`config.mk`:
```
export PLATFORM = sky130hd
export DESIGN_NAME = gse_pos
export DESIGN_NICKNAME = d
export VERILOG_FILES = /design/src/hdl/gse_pkg.sv /design/src/hdl/gse_pos.sv
export SDC_FILE = /design/constraint.sdc
export NUM_CORES = 1
export LEC_CHECK = 0
export ABC_AREA = 1
export BUFFER_PORTS_ARGS = -buffer_cell sky130_fd_sc_hd__buf_2
export CAP_MARGIN = 20
export CELL_PAD_IN_SITES_DETAIL_PLACEMENT = 1
export CELL_PAD_IN_SITES_GLOBAL_PLACEMENT = 1
export CORE_UTILIZATION = 39
export CTS_BUF_LIST = sky130_fd_sc_hd__clkbuf_4
export CTS_CLUSTER_SIZE = 16
export DETAILED_ROUTE_END_ITERATION = 7
export GPL_TIMING_DRIVEN = 0
export PLACE_DENSITY = 0.82
export SLEW_MARGIN = 40
export SYNTH_ARGS = -nofsm -noshare
export SYNTH_HDL_FRONTEND = slang
export SYNTH_SLANG_ARGS = --single-unit
```
`constraint.sdc`:
```
create_clock -name clk -period 6.5 [get_ports clk]
set_input_delay 0.975 -clock clk [delete_from_list [all_inputs] [get_ports clk]]
set_output_delay 0.975 -clock clk [all_outputs]
set_load 0.05 [all_outputs]
```
`src/hdl/gse_pkg.sv`:
```
// ----------------------------------------------------------------------------
// gse_pkg
// shared constants, types and config codes of the gaussian/sobel edge detector
// ----------------------------------------------------------------------------
package gse_pkg;

  // sizing
  localparam int MAX_WIDTH  = 1024;
  localparam int PIXEL_BITS = 8;
  localparam int COL_W      = $clog2(MAX_WIDTH);

  // config register widths
  localparam int WID_W      = 11;
  localparam int HGT_W      = 12;
  localparam int THR_W      = 15;
  localparam int CFG_DATA_W = 15;
  localparam int CFG_IDX_W  = 2;
  localparam int ROW_W      = HGT_W;

  // config reset values
  localparam int WIDTH_RST  = 640;
  localparam int HEIGHT_RST = 480;
  localparam int THR_RST    = 0;

  // geometry
  localparam int MIN_SIZE    = 5;
  localparam int BLUR_START  = 2;
  localparam int RES_START   = 4;

  // datapath widths
  localparam int BLUR_W    = PIXEL_BITS + 4;
  localparam int COLSUM_W  = BLUR_W + 2;
  localparam int GRAD_W    = COLSUM_W + 1;
  localparam int SQ_W      = 2 * GRAD_W - 1;
  localparam int MAG_W     = 29;
  localparam int SUM_W     = (SQ_W + 1 > MAG_W) ? SQ_W + 1 : MAG_W;
  localparam int THR_SQ_W  = 2 * THR_W;
  localparam int CMP_W     = (SUM_W > THR_SQ_W) ? SUM_W : THR_SQ_W;

  // gaussian kernel 1 2 1 / 2 4 2 / 1 2 1 as shift amounts
  localparam int GAUSS_SHIFT [3][3] = '{'{0, 1, 0}, '{1, 2, 1}, '{0, 1, 0}};

  // config register indexes
  typedef enum logic [CFG_IDX_W-1:0] {
    CFG_IMAGE_WIDTH    = 2'd0,
    CFG_IMAGE_HEIGHT   = 2'd1,
    CFG_EDGE_THRESHOLD = 2'd2
  } cfg_reg_t;

  // position info of one accepted item
  typedef struct packed {
    logic [COL_W-1:0] col;
    logic             cur;
    logic             blur_en;
    logic             res_en;
    logic             last;
  } pos_t;

  // blurred window handed to the gradient stage
  typedef logic [2:0][2:0][BLUR_W-1:0] blur_win_t;

  typedef struct packed {
    logic valid;
    logic last;
  } win_ctl_t;

endpackage

```
`src/hdl/gse_pos.sv`:
```
// ----------------------------------------------------------------------------
// gse_pos
// raster position counters; gives column, line slot and border flags per item
// ----------------------------------------------------------------------------
module gse_pos import gse_pkg::*; (
  input  logic             clk,
  input  logic             rst_n,
  input  logic             item_acc,
  input  logic [WID_W-1:0] image_width,
  input  logic [HGT_W-1:0] image_height,
  output pos_t             pos
);

  localparam int RW1 = ROW_W + 1;

  logic [COL_W-1:0] col_r, col_nxt;
  logic [ROW_W-1:0] row_r, row_nxt;
  logic [WID_W-1:0] w_eff;
  logic [HGT_W-1:0] h_eff;
  logic [COL_W-1:0] c;
  logic [ROW_W-1:0] r;
  logic [RW1-1:0]   row_a;
  logic [RW1-1:0]   row_b;
  logic [WID_W-1:0] col_inc;

  // clamp the frame size
  always_comb begin
    if (image_width < WID_W'(MIN_SIZE)) begin
      w_eff = WID_W'(MIN_SIZE);
    end else if (image_width > WID_W'(MAX_WIDTH)) begin
      w_eff = WID_W'(MAX_WIDTH);
    end else begin
      w_eff = image_width;
    end
    h_eff = (image_height < HGT_W'(MIN_SIZE)) ? HGT_W'(MIN_SIZE) : image_height;
  end

  // position of this item, ending the row or frame early if sizes shrank
  always_comb begin
    if (WID_W'(col_r) >= w_eff) begin
      c     = '0;
      row_a = RW1'(row_r) + RW1'(1);
    end else begin
      c     = col_r;
      row_a = RW1'(row_r);
    end
    r = (row_a >= RW1'(h_eff)) ? '0 : row_a[ROW_W-1:0];
  end

  // position of the next item
  always_comb begin
    col_inc = WID_W'(c) + WID_W'(1);
    row_b   = RW1'(r) + RW1'(1);
    if (col_inc >= w_eff) begin
      col_nxt = '0;
      row_nxt = (row_b >= RW1'(h_eff)) ? '0 : row_b[ROW_W-1:0];
    end else begin
      col_nxt = col_inc[COL_W-1:0];
      row_nxt = r;
    end
  end

  // item flags
  always_comb begin
    pos.col     = c;
    pos.cur     = r[0];
    pos.blur_en = (r >= ROW_W'(BLUR_START)) && (c >= COL_W'(BLUR_START));
    pos.res_en  = (r >= ROW_W'(RES_START)) && (c >= COL_W'(RES_START));
    pos.last    = (r == h_eff - HGT_W'(1)) && (WID_W'(c) == w_eff - WID_W'(1));
  end

  // counters
  always_ff @(posedge clk) begin
    if (!rst_n) begin
      col_r <= '0;
      row_r <= '0;
    end else if (item_acc) begin
      col_r <= col_nxt;
      row_r <= row_nxt;
    end
  end

endmodule

```
==> results of run 1 <==
[per-layer routing]
layer,vias up,global-route usage (%),part of all wire (%)
met5,-,0,0
met4,0,12.5,6.2
met3,103,4.06,5.4
met2,241,60.9,52
met1,2708,34.0,36
li1,2552,-,-
[sequential cells by signal (all words and copies together), names as in the netlist]
register and flops:
row_r 12, col_r 10
[kinds of logic after synthesis]
kind of cell / after synthesis / share of synthesized area [%]
compound gates: 87 / 11.7
xor+xnor: 26 / 5.70
fa+ha+maj: 51 / 14.8
buf+inv: 124 / 12.0
flops: 22 / 10.2
simple gates: 411 / 45.6
[critical path: cells and delay by family]
family          cells  cell delay [ns]
buf+inv             9             1.12
compound gates      6             0.76
fa+ha+maj           3             0.68
simple gates       36             3.65
[stage by stage]
stage | util (%) | setup WS, ns | cell area, um2
2_1_floorplan | - | -0.0666 | 4410
3_3_place_gp | 44.0 | -1.05 | 4770
3_5_place_dp | 44.0 | -1.42 | 4770
4_1_cts | 52.3 | -0.209 | 5660
5_1_grt | 58.0 | -0.711 | 6290
6_report | 58.0 | -0.393 | 6290
[timing repair]
action / 4_1_cts / 5_1_grt
endpoints found under the hold margin: 0 / 0
cloned: 2 / 0
setup buffers: 38 / 29
pin swaps: 47 / 73
setup endpoints to repair: 16 / 25
resized for setup: 99 / 90
hold buffers: 0 / 0
[final cells by class]
cell class                 count  area (um2)
buffer                         8        68.8
clock buffer                   3        22.5
clock inverter                 1        30.0
fill                        1390        4550
inverter                     115         445
multi-input combinational    576        4210
sequential                    22         440
tap                          140         175
timing repair buffer         104         896
[layout by cell type, fill, tap and decap left out, types with 3 or more instances in the layout]
cell type	synthesis	layout
inv_1	96	88
inv_4	0	5
xor2_1	23	23
nor2_1	76	63
nand2_2	11	26
buf_8	0	3
a21oi_1	37	28
clkbuf_4	0	4
nor2_2	15	16
o21ai_2	1	4
nor2_4	2	14
nor3_2	2	5
inv_2	16	20
nor3_4	3	6
buf_2	0	28
buf_6	2	11
nand2_8	0	8
buf_12	2	10
nand3_1	38	34
ha_4	0	21
dfxtp_1	22	22
o21ai_0	23	18
nor4_1	3	3
clkbuf_1	4	4
o21ai_1	7	6
nand3_4	2	4
nand4_1	20	20
nor3_1	15	9
nand3_2	3	5
o21ai_4	1	4
buf_4	1	54
nand2_1	205	165
nor2_8	3	3
a21oi_2	3	12
a22oi_1	5	5
nand2_4	4	22
ha_1	51	30
[power by group]
part           switching, uW  internal, uW
Clock                   49.9          62.5
Sequential              8.01           139
Combinational            262           173
Total                    320           375
[worst max path at each step]
stage	from	to	slack [ns]	cells after the start
CTS	image_width[6]	pos[0]	-0.21	40
detailed placement	image_width[5]	row_r[6]	-1.42	48
finish	image_width[4]	row_r[1]	-0.39	54
global route	image_width[4]	row_r[1]	-0.71	54
global placement	image_width[5]	row_r[4]	-1.05	46
floorplan	image_width[4]	pos[0]	-0.07	37
==> run summary, run 1 <==
status: finished, violations left
violated checks: setup timing
clk sinks: 22
antenna violations before repair: 0
CP max stage cell: or2_4
Max Slew Vio Count: 0
DRC errors left: 0
VDD IR max: 0.116 mV
Synth top cells by count: nand2_1 (205), inv_1 (96), nor2_1 (76), ha_1 (51), nand3_1 (38)
Port-buffer cells: 37
clock tree buffer depth: 2
kind of end point of the critical path: flop
Tot GR Track Use: 31.4%
clock buffer count from CTS: 3
reg-to-reg endpoint: row_r[1]
Placer Congestion: 0.915
synthesized area: 0.00433 mm2
Worst Clk Skew: 0.0175 ns
full die area: 0.0115 mm2
DR pass1 iterations: 5
Tot Pwr: 696 uW
R2R Setup Slk: 0.48 ns
max incr delay on CP: 0.25 ns
vias in the first global route: 5,588
r2r worst-path depth: 47
final setup vio count: 14
via count: 5,604
initial core utilization: 39.9%
WL final: 20,800 um
Final period util: 106%
CTS tree: done
largest area contributor in the netlist: nand2_1
Period minus WS final: 6.89 ns
Synth warnings: 0
hold crit path type: flop to flop
Slew @ Worst Pin: 0.713 ns
TNS Setup: -3.40 ns
Max transition margin: 52.4%
FFs w/ async S/R, synth: 0%
Synth top area share: 17.8%
Worst path most repeated cell: nand2_1
Routed Antenna Nets: 0
die width: 107 um
number of diodes: 0
Final HPWL DP: 13,200 um
Pleak: 0.00306 uW
Worst EP required: 6.75 ns
post-synth cell types: 50
post-synthesis net count: 798
power per cell area: 111 mW/mm2
layout cells sized above 1: 35.9%
final worst slack: -0.393 ns
Crit Path Max Fanout: 5
wire length of the first global-routing pass: 28,200 um
clock slew at reported path FFs: 0.15 ns
top post-synthesis cells by area: nand2_1 (18%), ha_1 (15%), dfxtp_1 (10%), inv_1 (8.3%), nor2_1 (6.6%)
syn avg cell area: 6.00 um2
cell depth of the worst hold path: 2
CP Launch Type: primary input
I/O pin count: 40
Initial DRC Count: 346
Worst Hold Slack: 0.502 ns
via/cell ratio: 5.78
Area Overhead vs Synth: 45.4%
register area share after synthesis: 10.2%
fmax: 145 MHz
RSZ-0062 raised after global routing: true
core area: 0.0108 mm2
Inst Count DP: 898
# Max-Cap Violations: 0
Crit Path Category: primary input to flop
H-Tree Level Count: 1
Post-synth EDFFs: 0
Post-Syn Instances: 721
FF+latch count, synth: 22
critical path data arrival time: 7.14 ns
Fin. Hold Viols: 0
non-filler cells, final: 969
largest net degree at the start of global routing: 14
clk_lat worst skew: 0.34 ns
Primary FF master, synth: dfxtp_1
row count: 38
CTS root buffer: clkbuf_4
Hold EP: col_r[0]
fin nets: 907
Chip Height: 107 um
DR WL/cell: 21.5 um
Overflow after GRT: 0
Min-Delay Startpoint: col_r[0]
count leader, synth: nand2_1
Worst R2R Start: col_r[5]
(Power assumes the default switching activity.)
==> run 2: changes to the inputs <==
--- a/config.mk
+++ b/config.mk
@@ -10,6 +10,7 @@
 export CAP_MARGIN = 20
 export CELL_PAD_IN_SITES_DETAIL_PLACEMENT = 1
 export CELL_PAD_IN_SITES_GLOBAL_PLACEMENT = 1
+export CORE_ASPECT_RATIO = 0.9
 export CORE_UTILIZATION = 39
 export CTS_BUF_LIST = sky130_fd_sc_hd__clkbuf_4
 export CTS_CLUSTER_SIZE = 16
==> run summary, run 2 (same netlist as run 1, synthesis figures left out) <==
H-Tree Level Count: 1 (unchanged)
max incr delay on CP: 0.34 ns (+0.09 ns)
number of diodes: 0 (unchanged)
Initial DRC Count: 509 (+47%)
Routed Antenna Nets: 0 (unchanged)
Hold EP: col_r[2]
Placer Congestion: 0.930 (+1.6%)
most frequent cells in the layout: nand2_1 (161), inv_1 (86), nor2_1 (61), buf_4 (58), nand3_1 (34)
I/O pin count: 40 (unchanged)
final setup vio count: 22 (+8)
FF+latch area: 440 um2 (unchanged)
total net switching power: 355 uW (+11%)
DR WL/cell: 26.6 um (+24%)
Overflow after GRT: 0 (unchanged)
max reg flops: 12 (unchanged)
Tot GR Track Use: 33.9% (+2.5 points)
initial core utilization: 40.0% (+0.11 points)
core area: 0.0108 mm2 (-0.28%)
largest net degree at the start of global routing: 14 (unchanged)
clock buffer count from CTS: 3 (unchanged)
clock tree buffer depth: 2 (unchanged)
clock slew at reported path FFs: 0.16 ns (about the same)
post-route cell area: 0.00628 mm2 (-0.16%)
clk_lat worst skew: 0.34 ns (about the same)
Chip Height: 102 um (-5.0%)
Final period util: 110% (+4.3 points)
post-place setup slack: -1.14 ns (+0.275 ns)
RSZ-0062 raised after global routing: true
Worst EP required: 6.75 ns (about the same)
reg-to-reg endpoint: row_r[10]
Combinational Power Share: 64.4% (+1.8 points)
Max transition margin: 55.0% (+2.5 points)
clk sinks: 22 (unchanged)
Area Overhead vs Synth: 45.2%
CTS root buffer: clkbuf_4
final worst slack: -0.674 ns (-0.281 ns)
fin nets: 910 (+0.33%)
VDD IR max: 0.0661 mV (-43%)
CP Launch Type: primary input
die width: 113 um (+5.3%)
hold crit path type: flop to flop
fmax: 139 MHz (-3.9%)
critical path data arrival time: 7.42 ns (+0.28 ns)
Fin. Hold Viols: 0 (unchanged)
Final HPWL DP: 13,200 um (+0.21%)
Max Slew Vio Count: 0 (unchanged)
multi-input logic area: 0.00424 mm2 (+0.53%)
via/cell ratio: 6.42 (+11%)
Worst Clk Skew: 0.0355 ns (+0.0180 ns)
TNS Setup: -8.00 ns (-4.60 ns)
CTS tree: done
Crit Path Max Fanout: 9 (+4)
CP max stage cell: ha_1
Pleak: 0.00306 uW (+0.20%)
Internal: 377 uW (+0.36%)
DRC errors left: 0 (unchanged)
cell depth of the worst hold path: 2 (unchanged)
sequential power share: 20.2% (-1.0 points)
antenna violations before repair: 0 (unchanged)
row count: 36 (-5.3%)
Reg with most FFs: row_r
wire length of the first global-routing pass: 30,100 um (+7.0%)
kind of end point of the critical path: flop
layout cells sized above 1: 37.0% (+1.1 points)
R2R Setup Slk: 0.20 ns (-0.28 ns)
Placed Area: 0.00476 mm2 (-0.18%)
most common cell after layout, fill and taps aside: nand2_1
via count: 6,191 (+10%)
sw frac: 48.5% (+2.5 points)
Top Registers: row_r (12), col_r (10)
Worst path most repeated cell: nand2_1
status: finished, violations left
Port-buffer cells: 37 (unchanged)
Slew @ Worst Pin: 0.675 ns (-0.0382 ns)
fillers: 1,401 (+0.79%)
power per cell area: 116 mW/mm2 (+5.3%)
Worst R2R Start: col_r[5]
full die area: 0.0115 mm2 (about the same)
Clock power frac: 15.4% (-0.8 points)
Inst Count DP: 891 (-0.78%)
DR pass1 iterations: 5 (unchanged)
Min-Delay Startpoint: col_r[2]
non-filler cells, final: 965 (-0.41%)
Period minus WS final: 7.17 ns (+0.281 ns)
# Max-Cap Violations: 0 (unchanged)
vias in the first global route: 5,692 (+1.9%)
r2r worst-path depth: 44 (-6.4%)
WL final: 25,700 um (+23%)
violated checks: setup timing
Post-CTS Hold Buffers: 0 (unchanged)
Crit Path Category: primary input to flop
## run 2: cell types whose count changed in the layout (fill, tap and decap cells not counted), sizes merged
cell,previous run,this run
buf,107,111
clkbuf,8,7
clkinv,2,3
inv,113,112
## run 2: worst max-delay path by stage
stage	start	endpoint	slack, ns	cells past startpoint
floorplan	image_width[4]	pos[0]	-0.07	37
global placement	image_width[4]	pos[0]	-1.01	39
detailed placement	image_width[4]	pos[0]	-1.14	39
CTS	image_width[6]	pos[0]	-0.20	39
global route	image_width[4]	row_r[6]	-0.74	53
finish	image_width[3]	row_r[10]	-0.67	47
## run 2: metrics by stage
stage | util (%) | total power (uW) | hold WS, ns
finish | 58.1 | 731 | 0.537
global route | 58.1 | 748 | 0.541
CTS | 52.3 | 596 | 0.515
detailed placement | 44.0 | 425 | 0.491
global placement | 44.0 | 412 | 0.473
floorplan | - | 347 | 0.458
## run 2: power by group through the flow
stage               sequential, uW  clock, uW  combinational [uW]
floorplan                      147          0                 200
global placement               149          0                 263
detailed placement             149          0                 276
CTS                            146        106                 344
global route                   149        116                 484
finish                         148        113                 471
## run 2: what timing repair did
item / 4_1_cts / 5_1_grt
setup endpoints to repair: 16 / 25
pin swaps: 51 / 66
cloned: 2 / 0
gates resized for setup: 94 / 98
setup buffers: 40 / 28
hold endpoints to repair: 0 / 0
## run 2: layer usage
layer / global-route usage, % / part of all wire [%] / up-vias
met2: 60.5 / 47 / 449
met5: 0 / 0 / -
met1: 42.7 / 36 / 2993
met3: 3.62 / 9.4 / 185
li1: - / - / 2564
met4: 11.8 / 7.8 / 0
## run 2: cell type report
cell class	instances	share of cell area (%)
Inverter	115	6.99
Clock inverter	1	0.478
Tap cell	133	2.65
Multi-Input combinational cell	576	67.4
Sequential cell	22	7.01
Buffer	9	1.41
Clock buffer	3	0.359
Timing Repair Buffer	106	13.7
## run 2: critical path: cells and delay by family
kind,cells,cell delay (ns)
compound gates,6,0.88
simple gates,30,3.79
buf+inv,8,0.91
fa+ha+maj,3,0.85
