===== config.mk =====
export PLATFORM = sky130hd
export DESIGN_NAME = gse_grad
export DESIGN_NICKNAME = d
export VERILOG_FILES = /design/src/hdl/gse_pkg.sv /design/src/hdl/gse_grad.sv
export SDC_FILE = /design/constraint.sdc
export NUM_CORES = 1
export LEC_CHECK = 0
export ABC_AREA = 1
export BUFFER_PORTS_ARGS = -buffer_cell sky130_fd_sc_hd__buf_2
export CELL_PAD_IN_SITES_DETAIL_PLACEMENT = 1
export CELL_PAD_IN_SITES_GLOBAL_PLACEMENT = 2
export CORE_UTILIZATION = 34
export DETAILED_ROUTE_END_ITERATION = 8
export GPL_ROUTABILITY_DRIVEN = 0
export PLACE_DENSITY = 0.75
export SLEW_MARGIN = 20
export SYNTH_ARGS = -nofsm -noshare
export SYNTH_HDL_FRONTEND = slang
export SYNTH_SLANG_ARGS = --single-unit
export TNS_END_PERCENT = 1

===== constraint.sdc =====
create_clock -name clk -period 6.52 [get_ports clk]
set_input_delay 0.652 -clock clk [delete_from_list [all_inputs] [get_ports clk]]
set_output_delay 0.652 -clock clk [all_outputs]
set_load 0.01 [all_outputs]

===== src/hdl/gse_pkg.sv =====
// ----------------------------------------------------------------------------
// gse_pkg
// shared constants, types and config codes of the gaussian/sobel edge detector
// ----------------------------------------------------------------------------
package gse_pkg;

  // sizing
  localparam int MAX_WIDTH  = 1024;
  localparam int PIXEL_BITS = 8;
  localparam int COL_W      = $clog2(MAX_WIDTH);

  // config register widths
  localparam int WID_W      = 11;
  localparam int HGT_W      = 12;
  localparam int THR_W      = 15;
  localparam int CFG_DATA_W = 15;
  localparam int CFG_IDX_W  = 2;
  localparam int ROW_W      = HGT_W;

  // config reset values
  localparam int WIDTH_RST  = 640;
  localparam int HEIGHT_RST = 480;
  localparam int THR_RST    = 0;

  // geometry
  localparam int MIN_SIZE    = 5;
  localparam int BLUR_START  = 2;
  localparam int RES_START   = 4;

  // datapath widths
  localparam int BLUR_W    = PIXEL_BITS + 4;
  localparam int COLSUM_W  = BLUR_W + 2;
  localparam int GRAD_W    = COLSUM_W + 1;
  localparam int SQ_W      = 2 * GRAD_W - 1;
  localparam int MAG_W     = 29;
  localparam int SUM_W     = (SQ_W + 1 > MAG_W) ? SQ_W + 1 : MAG_W;
  localparam int THR_SQ_W  = 2 * THR_W;
  localparam int CMP_W     = (SUM_W > THR_SQ_W) ? SUM_W : THR_SQ_W;

  // gaussian kernel 1 2 1 / 2 4 2 / 1 2 1 as shift amounts
  localparam int GAUSS_SHIFT [3][3] = '{'{0, 1, 0}, '{1, 2, 1}, '{0, 1, 0}};

  // config register indexes
  typedef enum logic [CFG_IDX_W-1:0] {
    CFG_IMAGE_WIDTH    = 2'd0,
    CFG_IMAGE_HEIGHT   = 2'd1,
    CFG_EDGE_THRESHOLD = 2'd2
  } cfg_reg_t;

  // position info of one accepted item
  typedef struct packed {
    logic [COL_W-1:0] col;
    logic             cur;
    logic             blur_en;
    logic             res_en;
    logic             last;
  } pos_t;

  // blurred window handed to the gradient stage
  typedef logic [2:0][2:0][BLUR_W-1:0] blur_win_t;

  typedef struct packed {
    logic valid;
    logic last;
  } win_ctl_t;

endpackage


===== src/hdl/gse_grad.sv =====
// ----------------------------------------------------------------------------
// gse_grad
// sobel gradients, squared magnitude, threshold compare and result register
// ----------------------------------------------------------------------------
module gse_grad import gse_pkg::*; (
  input  logic                clk,
  input  logic                rst_n,
  input  win_ctl_t            win_ctl,
  input  blur_win_t           blur_win,
  input  logic [THR_SQ_W-1:0] thr_sq,
  input  logic                out_stall,
  output logic                win_take,
  output logic                out_valid,
  output logic [MAG_W-1:0]    out_magnitude_sq,
  output logic                out_edge_res,
  output logic                out_last_of_frame
);

  logic                      v3_r, v4_r, out_valid_r;
  logic                      last3_r, last4_r;
  logic signed [GRAD_W-1:0]  gx_r, gy_r, gx_nxt, gy_nxt;
  logic [SQ_W-1:0]           sqx_r, sqy_r;
  logic signed [2*GRAD_W-1:0] px, py;
  logic [SUM_W-1:0]          mag_sum;
  logic [COLSUM_W-1:0]       left_s, right_s, top_s, bot_s;
  logic [MAG_W-1:0]          mag_r;
  logic                      edge_r, last_r;
  logic                      ready_o, ready4, ready3;

  // weighted 1 2 1 sum of three blurred values
  function automatic logic [COLSUM_W-1:0] sum121(
    input logic [BLUR_W-1:0] a,
    input logic [BLUR_W-1:0] b,
    input logic [BLUR_W-1:0] d
  );
    return COLSUM_W'(a) + (COLSUM_W'(b) << 1) + COLSUM_W'(d);
  endfunction

  // stage readiness
  assign ready_o  = !out_valid_r || !out_stall;
  assign ready4   = !v4_r || ready_o;
  assign ready3   = !v3_r || ready4;
  assign win_take = win_ctl.valid && ready3;

  // gradients
  always_comb begin
    left_s  = sum121(blur_win[0][0], blur_win[1][0], blur_win[2][0]);
    right_s = sum121(blur_win[0][2], blur_win[1][2], blur_win[2][2]);
    top_s   = sum121(blur_win[0][0], blur_win[0][1], blur_win[0][2]);
    bot_s   = sum121(blur_win[2][0], blur_win[2][1], blur_win[2][2]);
    gx_nxt  = $signed({1'b0, right_s}) - $signed({1'b0, left_s});
    gy_nxt  = $signed({1'b0, bot_s}) - $signed({1'b0, top_s});
  end

  // squares and their sum
  assign px      = gx_r * gx_r;
  assign py      = gy_r * gy_r;
  assign mag_sum = SUM_W'(sqx_r) + SUM_W'(sqy_r);

  // datapath registers
  always_ff @(posedge clk) begin
    if (win_take) begin
      gx_r    <= gx_nxt;
      gy_r    <= gy_nxt;
      last3_r <= win_ctl.last;
    end
    if (v3_r && ready4) begin
      sqx_r   <= px[SQ_W-1:0];
      sqy_r   <= py[SQ_W-1:0];
      last4_r <= last3_r;
    end
    if (v4_r && ready_o) begin
      mag_r  <= mag_sum[MAG_W-1:0];
      edge_r <= CMP_W'(mag_sum) >= CMP_W'(thr_sq);
      last_r <= last4_r;
    end
  end

  // stage valids
  always_ff @(posedge clk) begin
    if (!rst_n) begin
      v3_r        <= 1'b0;
      v4_r        <= 1'b0;
      out_valid_r <= 1'b0;
    end else begin
      v3_r        <= win_take || (v3_r && !ready4);
      v4_r        <= (v3_r && ready4) || (v4_r && !ready_o);
      out_valid_r <= (v4_r && ready_o) || (out_valid_r && out_stall);
    end
  end

  assign out_valid         = out_valid_r;
  assign out_magnitude_sq  = mag_r;
  assign out_edge_res      = edge_r;
  assign out_last_of_frame = last_r;

endmodule


==> summary.txt, run 1 <==
Logic synthesis
  – Count of cell types in the netlist: 38
  – Syn Area/Cell: 8.316 um^2
  – Syn Inst Count: 3140
  – Post-synthesis cell area: 26110 um^2
  – Syn. warnings: 0
  – Yosys reg bits: 122
  – Sequential element share of the synthesized area: 0.1391
  – Syn_nets: 4015

Worst hold path
  – Worst hold start: win_ctl[0]
  – Worst Hold Depth: 1
  – Min-Delay Path Class: input port to register
  – WHS Endpoint: last3_r$_DFFE_PP_

Finish
  – Ant. Diodes: 0
  – Number of nets in the layout: 4178
  – Layout overhead on the synthesized area: 10.63%
  – Layout cells sized above 1: 0.08203
  – Layout fillers: 9227

Global routing
  – Overall global routing resource usage: 0.1875
  – Initial antenna violation count: 0
  – Gr ovfl total: 0
  – Pin count of the biggest net entering global routing: 58
  – First-pass GRT wire length: 116600 um
  – Vias in the first global route: 23.33k

Placed design
  – Dpl hpwl: 62370 um
  – Number of buffers added on ports: 163
  – Pre-CTS setup slack: 0.4029 ns

Timing
  – Fraction of the cycle the final worst path needs: 0.9302
  – Clk_skew: 0.01564 ns
  – RSZ-0062 raised after global routing: no
  – Worst slew margin: 0.2925
  – Slew Viols, Final: 0
  – Setup-failing EPs final: 0
  – Minimum clock period: 6.065 ns
  – Setup TNS: 0 ns
  – Hold Vio Cnt, Final: 0
  – Final worst slack: 0.4552 ns
  – Transition time of the tightest slew-check pin: 1.061 ns
  – Fmax: 0.1649 GHz

Critical path
  – Worst Reg2Reg Path Length in Cells: 18
  – Req. time, crit path: 6.71 ns
  – Reg2reg end: sqy_r[27]$_DFFE_PP_
  – Worst Path Arrival: 6.26 ns
  – Critical Path End Type: register
  – Startpoint Class: register
  – Crit-path max FO: 10
  – Crit Reg-Reg Startpoint: gy_r[14]$_DFFE_PP_
  – Critical path class: register to register
  – Setup slack, reg-to-reg: 0.46 ns

Floorplan
  – Core footprint: 75950 um^2
  – Die Ht: 279.1 um
  – Initial Utilization: 0.3438
  – Io pins: 176
  – Cell row count: 101
  – Die Area: 77920 um^2
  – Die width: 279.1 um

Drt
  – DRC: 0
  – DR WL/cell: 15.95 um
  – Routed vias: 19.93k
  – Starting DRT DRC Count: 520
  – Post-Route WL: 69310 um
  – Post-DR vias/cell: 4.587
  – Routed Antenna Nets: 0
  – Pre-antenna DRT Iters: 5

Clocking
  – H-tree levels: 4
  – Insertion delay to the later sink of the worst-skew pair: 0.46 ns
  – Clock transition at path regs: 0.07 ns
  – Clk sinks: 122
  – Post-CTS setup repair buffer count: 0
  – CTS root buf: clkbuf_16
  – Post-CTS resize count: 0
  – TritonCTS Buffers: 17
  – CTS Hold Buffers Added: 0
  – CTS tree: built
  – Buffer levels on the longest clock path: 2

Status
  – Status: finished, final reports clean

Run
  – Max-cap violation count: 0
[worst max path at each step]
stage / from / endpoint / slack, ns
final: gy_r[14]$_DFFE_PP_ / sqy_r[27]$_DFFE_PP_ / 0.46
after floorplan: gx_r[0]$_DFFE_PP_ / sqx_r[28]$_DFFE_PP_ / 0.87
after detailed placement: gx_r[14]$_DFFE_PP_ / sqx_r[26]$_DFFE_PP_ / 0.40
after global placement: gx_r[1]$_DFFE_PP_ / sqx_r[26]$_DFFE_PP_ / 0.46
after global routing: gx_r[14]$_DFFE_PP_ / sqx_r[26]$_DFFE_PP_ / 0.07
after CTS: gx_r[14]$_DFFE_PP_ / sqx_r[26]$_DFFE_PP_ / 0.41
[metal layers]
layer  part of all wire  up-vias  global-route usage
met1               0.45     9966              0.2322
met2               0.51      325              0.3478
li1                   -     9570                   -
met3              0.028       73             0.02217
met4              0.016        0             0.03635
met5                  0        -                   0
[worst max-delay path, cell delays in order (launching register included)]
cell,delay (ns)
edfxtp_1,0.62
nand2_1,0.18
fa_1,0.63
inv_1,0.07
fa_1,0.57
inv_1,0.34
fa_1,0.51
fa_1,0.59
fa_1,0.44
fa_1,0.50
inv_1,0.04
ha_1,0.40
nand2_2,0.12
nor2_1,0.14
inv_1,0.08
nor3_1,0.21
nand3_1,0.14
nand4_1,0.12
nand2_1,0.09
[flip-flops by register name, summed over array words and instances, names as in the netlist]
signal / count
last4_r: 1
out_magnitude_sq: 29
out_edge_res: 1
out_last_of_frame: 1
sqx_r: 28
last3_r: 1
gx_r: 15
gy_r: 15
v4_r: 1
out_valid: 1
v3_r: 1
sqy_r: 28
[logic make-up after synthesis]
group / Yosys count / share of synthesized area
buffers and inverters: 1024 / 0.1473
AOI/OAI and AO/OA: 208 / 0.04384
DFF: 122 / 0.1391
muxes: 1 / 0.0004312
and+or+nand+nor: 971 / 0.1537
adders and majority gates: 732 / 0.4881
xor gates and xnor gates: 82 / 0.02750
[cell type report]
cell class / count / area, um^2 / share of cell area
multi-input combinational: 1994 / 18650 / 0.6457
clock inverter: 14 / 177.7 / 0.006150
tap: 1030 / 1289 / 0.04461
sequential: 122 / 3633 / 0.1258
clock buffer: 18 / 439.2 / 0.01520
inverter: 976 / 3664 / 0.1268
timing repair buffer: 192 / 1033 / 0.03577
[cell usage in the layout, fill, tap and decap left out, types with 2 or more instances in the layout]
master,n
fa_1,478
nand3_1,95
nand2_2,11
or2_2,5
inv_1,969
edfxtp_1,119
xnor2_1,24
o21a_1,4
inv_2,7
bufinv_16,2
nand4_1,37
buf_4,29
o21bai_1,17
xor2_1,58
nor3_1,13
nand2_1,637
nand3_2,3
a31o_2,2
nor2_2,8
inv_6,6
clkbuf_16,17
nor4_1,4
o21ai_0,48
dfxtp_1,3
buf_2,163
a31oi_1,4
inv_8,2
a21oi_1,118
o211ai_1,3
nor2_1,146
ha_1,254
nor3_2,5
and2_1,4
a21o_1,7
clkinv_4,3
[metrics by stage]
| stage | util | hold slack [ns] | area, um^2 | std cells |
|---|---|---|---|---|
| CTS | 0.3804 | 0.3899 | 28890 | 4346 |
| global placement | 0.3723 | 0.4076 | 28270 | 4314 |
| detailed placement | 0.3723 | 0.4057 | 28270 | 4314 |
| finish | 0.3804 | 0.4049 | 28890 | 4346 |
| global route | 0.3804 | 0.3770 | 28890 | 4346 |
| floorplan | - | 0.4003 | 26110 | 3140 |
[synth_stat cells (all sizes together)]
cell	instances	area, um^2
inv	976	3664
nand2	649	2471
fa	478	9569
ha	254	3178
nor2	155	601.8
a21oi	120	604.3
edfxtp	119	3573
nand3	98	505.5
xor2	58	508.0
o21ai	50	254.0
clkbuf	45	168.9
nand4	37	231.5
xnor2	24	210.2
nor3	18	115.1
o21bai	18	138.9
a21o	7	52.55
or2	5	31.28
a31oi	4	25.02
and2	4	25.02
nor4	4	25.02
o21a	4	30.03
buf	3	13.76
dfxtp	3	60.06
o211ai	3	22.52
a31o	2	17.52
mux2	1	11.26
nand2b	1	6.260
Power of run 1 is left out: the tool's default activity adds up to more than one toggle a clock period on the data nets, which glitch-free logic cannot reach.
==> run 2, diff against run 1 <==
==> constraint.sdc (replaced) <==
create_clock -name clk -period 6.52 [get_ports clk]
set_input_delay 0.978 -clock clk [delete_from_list [all_inputs] [get_ports clk]]
set_output_delay 0.978 -clock clk [all_outputs]
set_load 0.01 [all_outputs]
==> run 2 against run 1 <==
Effect of this change: hold slack better by 0.016 ns; worst setup slack better by 0.050 ns; flip-flop and latch count stayed put; via count hardly changed; wire length is 1.4% higher; critical endpoint is now sqx_r[26]$_DFFE_PP_; register-to-register slack better by 0.05 ns; critical path depth is 2 higher; core utilization hardly changed.
==> summary.txt, run 2 (same netlist as run 1, synthesis figures left out) <==
Status
  – Status: finished, final reports clean (unchanged)

Timing
  – Fmax: 0.1663 GHz (was 0.1649 GHz)
  – Setup-failing EPs final: 0 (unchanged)
  – Fraction of the cycle the final worst path needs: 0.9225 (was 0.9302)
  – Worst slew margin: 0.3660 (was 0.2925)
  – Setup TNS: 0 ns (unchanged)
  – RSZ-0062 raised after global routing: no (unchanged)
  – Transition time of the tightest slew-check pin: 0.9489 ns (was 1.061 ns)
  – Minimum clock period: 6.014 ns (was 6.065 ns)
  – Hold Vio Cnt, Final: 0 (unchanged)
  – Clk_skew: 0.01608 ns (was 0.01564 ns)
  – Slew Viols, Final: 0 (unchanged)

Critical path
  – CP startpoint: gx_r[14]$_DFFE_PP_ (was gy_r[14]$_DFFE_PP_)
  – Worst Path Arrival: 6.22 ns (was 6.26 ns)
  – CP cell instances: nand2_1, inv_1, fa_1, fa_1, inv_1, fa_1, inv_1, fa_1, fa_1, inv_1, fa_1, inv_1, ha_1, nand2_1, inv_1, nand2_1, nor3_1, nand3_1, nand4_1, nand2_1 (was nand2_1, fa_1, inv_1, fa_1, inv_1, fa_1, fa_1, fa_1, fa_1, inv_1, ha_1, nand2_2, nor2_1, inv_1, nor3_1, nand3_1, nand4_1, nand2_1)
  – Worst path slowest cell: fa_1 (unchanged)
  – Crit-path max FO: 5 (was 10)
  – Startpoint Class: register (unchanged)
  – Critical Path End Type: register (unchanged)
  – Req. time, crit path: 6.72 ns (was 6.71 ns)
  – Critical path class: register to register (unchanged)
  – Slowest cell delay on critical path: 0.76 ns (was 0.63 ns)
  – Crit Reg-Reg Startpoint: gx_r[14]$_DFFE_PP_ (was gy_r[14]$_DFFE_PP_)

Global routing
  – Gr ovfl total: 0 (unchanged)
  – Initial antenna violation count: 1 (was 0)
  – Pin count of the biggest net entering global routing: 58 (unchanged)
  – First-pass GRT wire length: 116600 um (unchanged)
  – Vias in the first global route: 22.98k (was 23.33k)
  – Overall global routing resource usage: 0.1884 (was 0.1875)

Drt
  – Post-Route WL: 70280 um (was 69310 um)
  – Post-DR vias/cell: 4.588 (was 4.587)
  – Starting DRT DRC Count: 567 (was 520)
  – Routed Antenna Nets: 0 (unchanged)
  – DR WL/cell: 16.17 um (was 15.95 um)
  – Pre-antenna DRT Iters: 5 (unchanged)
  – Routed vias: 19.94k (was 19.93k)
  – DRC: 0 (unchanged)

Floorplan
  – Die width: 279.1 um (unchanged)
  – Die Area: 77920 um^2 (unchanged)
  – Io pins: 176 (unchanged)
  – Die Ht: 279.1 um (unchanged)
  – Core footprint: 75950 um^2 (unchanged)
  – Initial Utilization: 0.3438 (unchanged)
  – Cell row count: 101 (unchanged)

Finish
  – Layout fillers: 9215 (was 9227)
  – Layout cells sized above 1: 0.08203 (unchanged)
  – Commonest non-fill, non-tap cells in the layout: 969 x inv_1, 637 x nand2_1, 478 x fa_1 (unchanged)
  – Most common cell after layout, fill and taps aside: inv_1 (unchanged)
  – Number of nets in the layout: 4178 (unchanged)
  – Max FFs per register: 29 (unchanged)
  – Layout overhead on the synthesized area: 10.62% (was 10.63%)

Clocking
  – TritonCTS Buffers: 17 (unchanged)
  – CTS Hold Buffers Added: 0 (unchanged)
  – CTS tree: built (unchanged)
  – Clock transition at path regs: 0.07 ns (about the same)
  – H-tree levels: 4 (unchanged)
  – Buffer levels on the longest clock path: 2 (unchanged)
  – Post-CTS setup repair buffer count: 0 (unchanged)
  – Clk sinks: 122 (unchanged)
  – Post-CTS resize count: 0 (unchanged)
  – Insertion delay to the later sink of the worst-skew pair: 0.47 ns (was 0.46 ns)
  – CTS root buf: clkbuf_16 (unchanged)

Worst hold path
  – Min-Delay Path Class: register to register (was input port to register)
  – Worst hold start: last3_r$_DFFE_PP_ (was win_ctl[0])

Placed design
  – Dpl hpwl: 63180 um (was 62370 um)
  – Number of buffers added on ports: 163 (unchanged)

Run
  – Max-cap violation count: 0 (unchanged)
run 2: routing by layer:
metal  GRT usage  share of wire  vias to the layer above
met1      0.2301           0.44                     9969
met5           0              0                        -
li1            -              -                     9568
met3     0.02878          0.034                       73
met4     0.04086          0.019                        0
met2      0.3465           0.51                      333
run 2: layout make-up:
type,count,area [um^2],area share
antenna,1,2.502,0.00008663
multi-input combinational,1994,18650,0.6457
tap,1030,1289,0.04461
clock buffer,17,425.4,0.01473
sequential,122,3633,0.1258
timing repair buffer,192,1066,0.03690
clock inverter,15,153.9,0.005328
inverter,976,3664,0.1268
run 2: stage by stage:
step	util	hold slack, ns	std cells	cell area [um^2]	setup slack [ns]
final	0.3803	0.4213	4347	28890	0.5056
after global routing	0.3803	0.4419	4346	28880	0.08412
after CTS	0.3799	0.4235	4345	28860	0.3733
after detailed placement	0.3723	0.4066	4313	28280	0.3917
after global placement	0.3723	0.4073	4313	28280	0.4647
after floorplan	-	0.4003	3140	26110	0.8692
run 2: path summary, 6_finish.rpt:
kind	depth (start not counted)	to	slack, ns
worst max register to register	20	sqx_r[26]$_DFFE_PP_	0.51
worst max-delay path	20	sqx_r[26]$_DFFE_PP_	0.51
worst min-delay path	0	last4_r$_DFFE_PP_	0.42
worst min register to register	0	last4_r$_DFFE_PP_	0.42
run 2: worst max-delay path: cells and delay by family, from the launching register on:
| family | cells | cell delay, ns |
|---|---|---|
| adders and majority gates | 7 | 3.72 |
| and+or+nand+nor | 7 | 1.00 |
| buffers and inverters | 6 | 0.55 |
| DFF | 1 | 0.48 |
Power of run 2 is left out for the same reason.
==> run 3, diff against run 2 <==
--- a/config.mk
+++ b/config.mk
@@ -12,7 +12,7 @@
 export CORE_UTILIZATION = 34
 export DETAILED_ROUTE_END_ITERATION = 8
 export GPL_ROUTABILITY_DRIVEN = 0
-export PLACE_DENSITY = 0.75
+export PLACE_DENSITY = 0.73
 export SLEW_MARGIN = 20
 export SYNTH_ARGS = -nofsm -noshare
 export SYNTH_HDL_FRONTEND = slang
==> run 3 against run 2 <==
Effect of this change: flip-flop and latch count unchanged; core utilization hardly changed; clock skew barely moved; die area stayed put.
==> summary.txt, run 3 (same netlist as run 1, synthesis figures left out) <==
Clocking
  – Insertion delay to the later sink of the worst-skew pair: 0.46 ns (was 0.47 ns)
  – CTS tree: built (unchanged)
  – Buffer levels on the longest clock path: 2 (unchanged)
  – Post-CTS setup repair buffer count: 0 (unchanged)
  – TritonCTS Buffers: 17 (unchanged)
  – CTS root buf: clkbuf_16 (unchanged)
  – Clk sinks: 122 (unchanged)
  – H-tree levels: 4 (unchanged)
  – Clock transition at path regs: 0.07 ns (about the same)

Worst hold path
  – Min-Delay Path Class: register to register (unchanged)

Finish
  – Layout overhead on the synthesized area: 10.55% (was 10.62%)
  – Max FFs per register: 29 (unchanged)
  – Number of nets in the layout: 4180 (was 4178)
  – Layout cells sized above 1: 0.08288 (was 0.08203)
  – Register area: 3633 um^2 (unchanged)
  – Multi-input logic area: 18650 um^2 (about the same)
  – Commonest non-fill, non-tap cells in the layout: 969 x inv_1, 637 x nand2_1, 477 x fa_1 (was 969 x inv_1, 637 x nand2_1, 478 x fa_1)
  – Ant. Diodes: 0 (was 1)
  – Most common cell after layout, fill and taps aside: inv_1 (unchanged)
  – Layout fillers: 9192 (was 9215)

Floorplan
  – Initial Utilization: 0.3438 (unchanged)
  – Cell row count: 101 (unchanged)
  – Core footprint: 75950 um^2 (unchanged)
  – Die Area: 77920 um^2 (unchanged)
  – Die Ht: 279.1 um (unchanged)
  – Io pins: 176 (unchanged)
  – Die width: 279.1 um (unchanged)

Global routing
  – Overall global routing resource usage: 0.1899 (was 0.1884)
  – Met2 Track Usage GR: 0.3479 (was 0.3465)
  – Initial antenna violation count: 0 (was 1)
  – Vias in the first global route: 23.22k (was 22.98k)
  – First-pass GRT wire length: 117800 um (was 116600 um)
  – Pin count of the biggest net entering global routing: 58 (unchanged)
  – Met3 usage: 0.02075 (was 0.02878)
  – GR peak layer: met2 (unchanged)
  – Gr ovfl total: 0 (unchanged)
  – Grt met1 use: 0.2388 (was 0.2301)

Critical path
  – Critical path class: register to register (unchanged)
  – Startpoint Class: register (unchanged)
  – Worst path slowest cell: fa_1 (unchanged)
  – Slowest cell delay on critical path: 0.55 ns (was 0.76 ns)
  – CP cell instances: buf_4, inv_1, nor2_1, fa_1, inv_1, fa_1, fa_1, inv_1, fa_1, inv_1, fa_1, fa_1, inv_1, ha_1, nand2_1, nor2_1, nand3_1, nor2_1, nand2_1, nand3_1, inv_1, nand2_1, nand2_1 (was nand2_1, inv_1, fa_1, fa_1, inv_1, fa_1, inv_1, fa_1, fa_1, inv_1, fa_1, inv_1, ha_1, nand2_1, inv_1, nand2_1, nor3_1, nand3_1, nand4_1, nand2_1)
  – Req. time, crit path: 6.73 ns (was 6.72 ns)
  – Worst Path Arrival: 6.23 ns (was 6.22 ns)
  – Critical Path End Type: register (unchanged)
  – Crit-path max FO: 11 (was 5)

Timing
  – RSZ-0062 raised after global routing: no (unchanged)
  – Fraction of the cycle the final worst path needs: 0.9231 (was 0.9225)
  – Hold Vio Cnt, Final: 0 (unchanged)
  – Setup-failing EPs final: 0 (unchanged)
  – Clk_skew: 0.01613 ns (was 0.01608 ns)
  – Worst slew margin: 0.2762 (was 0.3660)
  – Transition time of the tightest slew-check pin: 1.086 ns (was 0.9489 ns)
  – Slew Viols, Final: 0 (unchanged)
  – Fmax: 0.1662 GHz (was 0.1663 GHz)
  – Setup TNS: 0 ns (unchanged)
  – Minimum clock period: 6.018 ns (was 6.014 ns)

Drt
  – Post-Route WL: 70230 um (was 70280 um)
  – Routed Antenna Nets: 0 (unchanged)
  – Starting DRT DRC Count: 606 (was 567)
  – Post-DR vias/cell: 4.582 (was 4.588)
  – DR WL/cell: 16.15 um (was 16.17 um)
  – Pre-antenna DRT Iters: 5 (unchanged)
  – DRC: 0 (unchanged)
  – Routed vias: 19.92k (was 19.94k)

Run
  – Max-cap violation count: 0 (unchanged)

Status
  – Status: finished, final reports clean (unchanged)

Placed design
  – Number of buffers added on ports: 163 (unchanged)
  – Dpl hpwl: 63360 um (was 63180 um)
==> run 3: final timing paths <==
check	start	endpoint	slack, ns	cells after the start
max reg2reg	gx_r[14]$_DFFE_PP_	sqx_r[28]$_DFFE_PP_	0.50	23
min	last3_r$_DFFE_PP_	last4_r$_DFFE_PP_	0.42	0
min reg2reg	last3_r$_DFFE_PP_	last4_r$_DFFE_PP_	0.42	0
max	gx_r[14]$_DFFE_PP_	sqx_r[28]$_DFFE_PP_	0.50	23
==> run 3: timing repair <==
action | CTS | global route
hold buffers | 0 | 0
endpoints found under the setup margin | 0 | 1
gates resized for setup | 0 | 1
==> run 3: per-layer routing <==
metal	wire, um	vias up
li1	-	9587
met1	31250	9932
met2	35690	335
met3	2192	70
met4	1098	0
met5	0	-
==> run 3: final cells by class <==
type / count / area share
Clock buffer: 17 / 0.01474
Clock inverter: 15 / 0.005591
Inverter: 976 / 0.1269
Multi-Input combinational cell: 1994 / 0.6460
Sequential cell: 122 / 0.1259
Tap cell: 1030 / 0.04464
Timing Repair Buffer: 194 / 0.03632
==> run 3: worst max-delay path, delay by kind of cell (launching register included) <==
kind                       cells  cell delay (ns)
adders and majority gates      7             3.39
buffers and inverters          7             0.94
DFF                            1             0.52
and+or+nand+nor                9             0.92
==> run 3: through the flow <==
stage | cell area (um^2) | instances | util | worst slack [ns] | hold slack (ns)
after floorplan | 26110 | 3140 | - | 0.8692 | 0.4003
after global placement | 28280 | 4316 | 0.3724 | 0.4743 | 0.4070
after detailed placement | 28280 | 4316 | 0.3724 | 0.4522 | 0.4102
after CTS | 28870 | 4348 | 0.3801 | 0.4219 | 0.4274
after global routing | 28870 | 4348 | 0.3801 | 0.1212 | 0.4274
final | 28870 | 4348 | 0.3801 | 0.5017 | 0.4238
Power of run 3 is left out for the same reason.
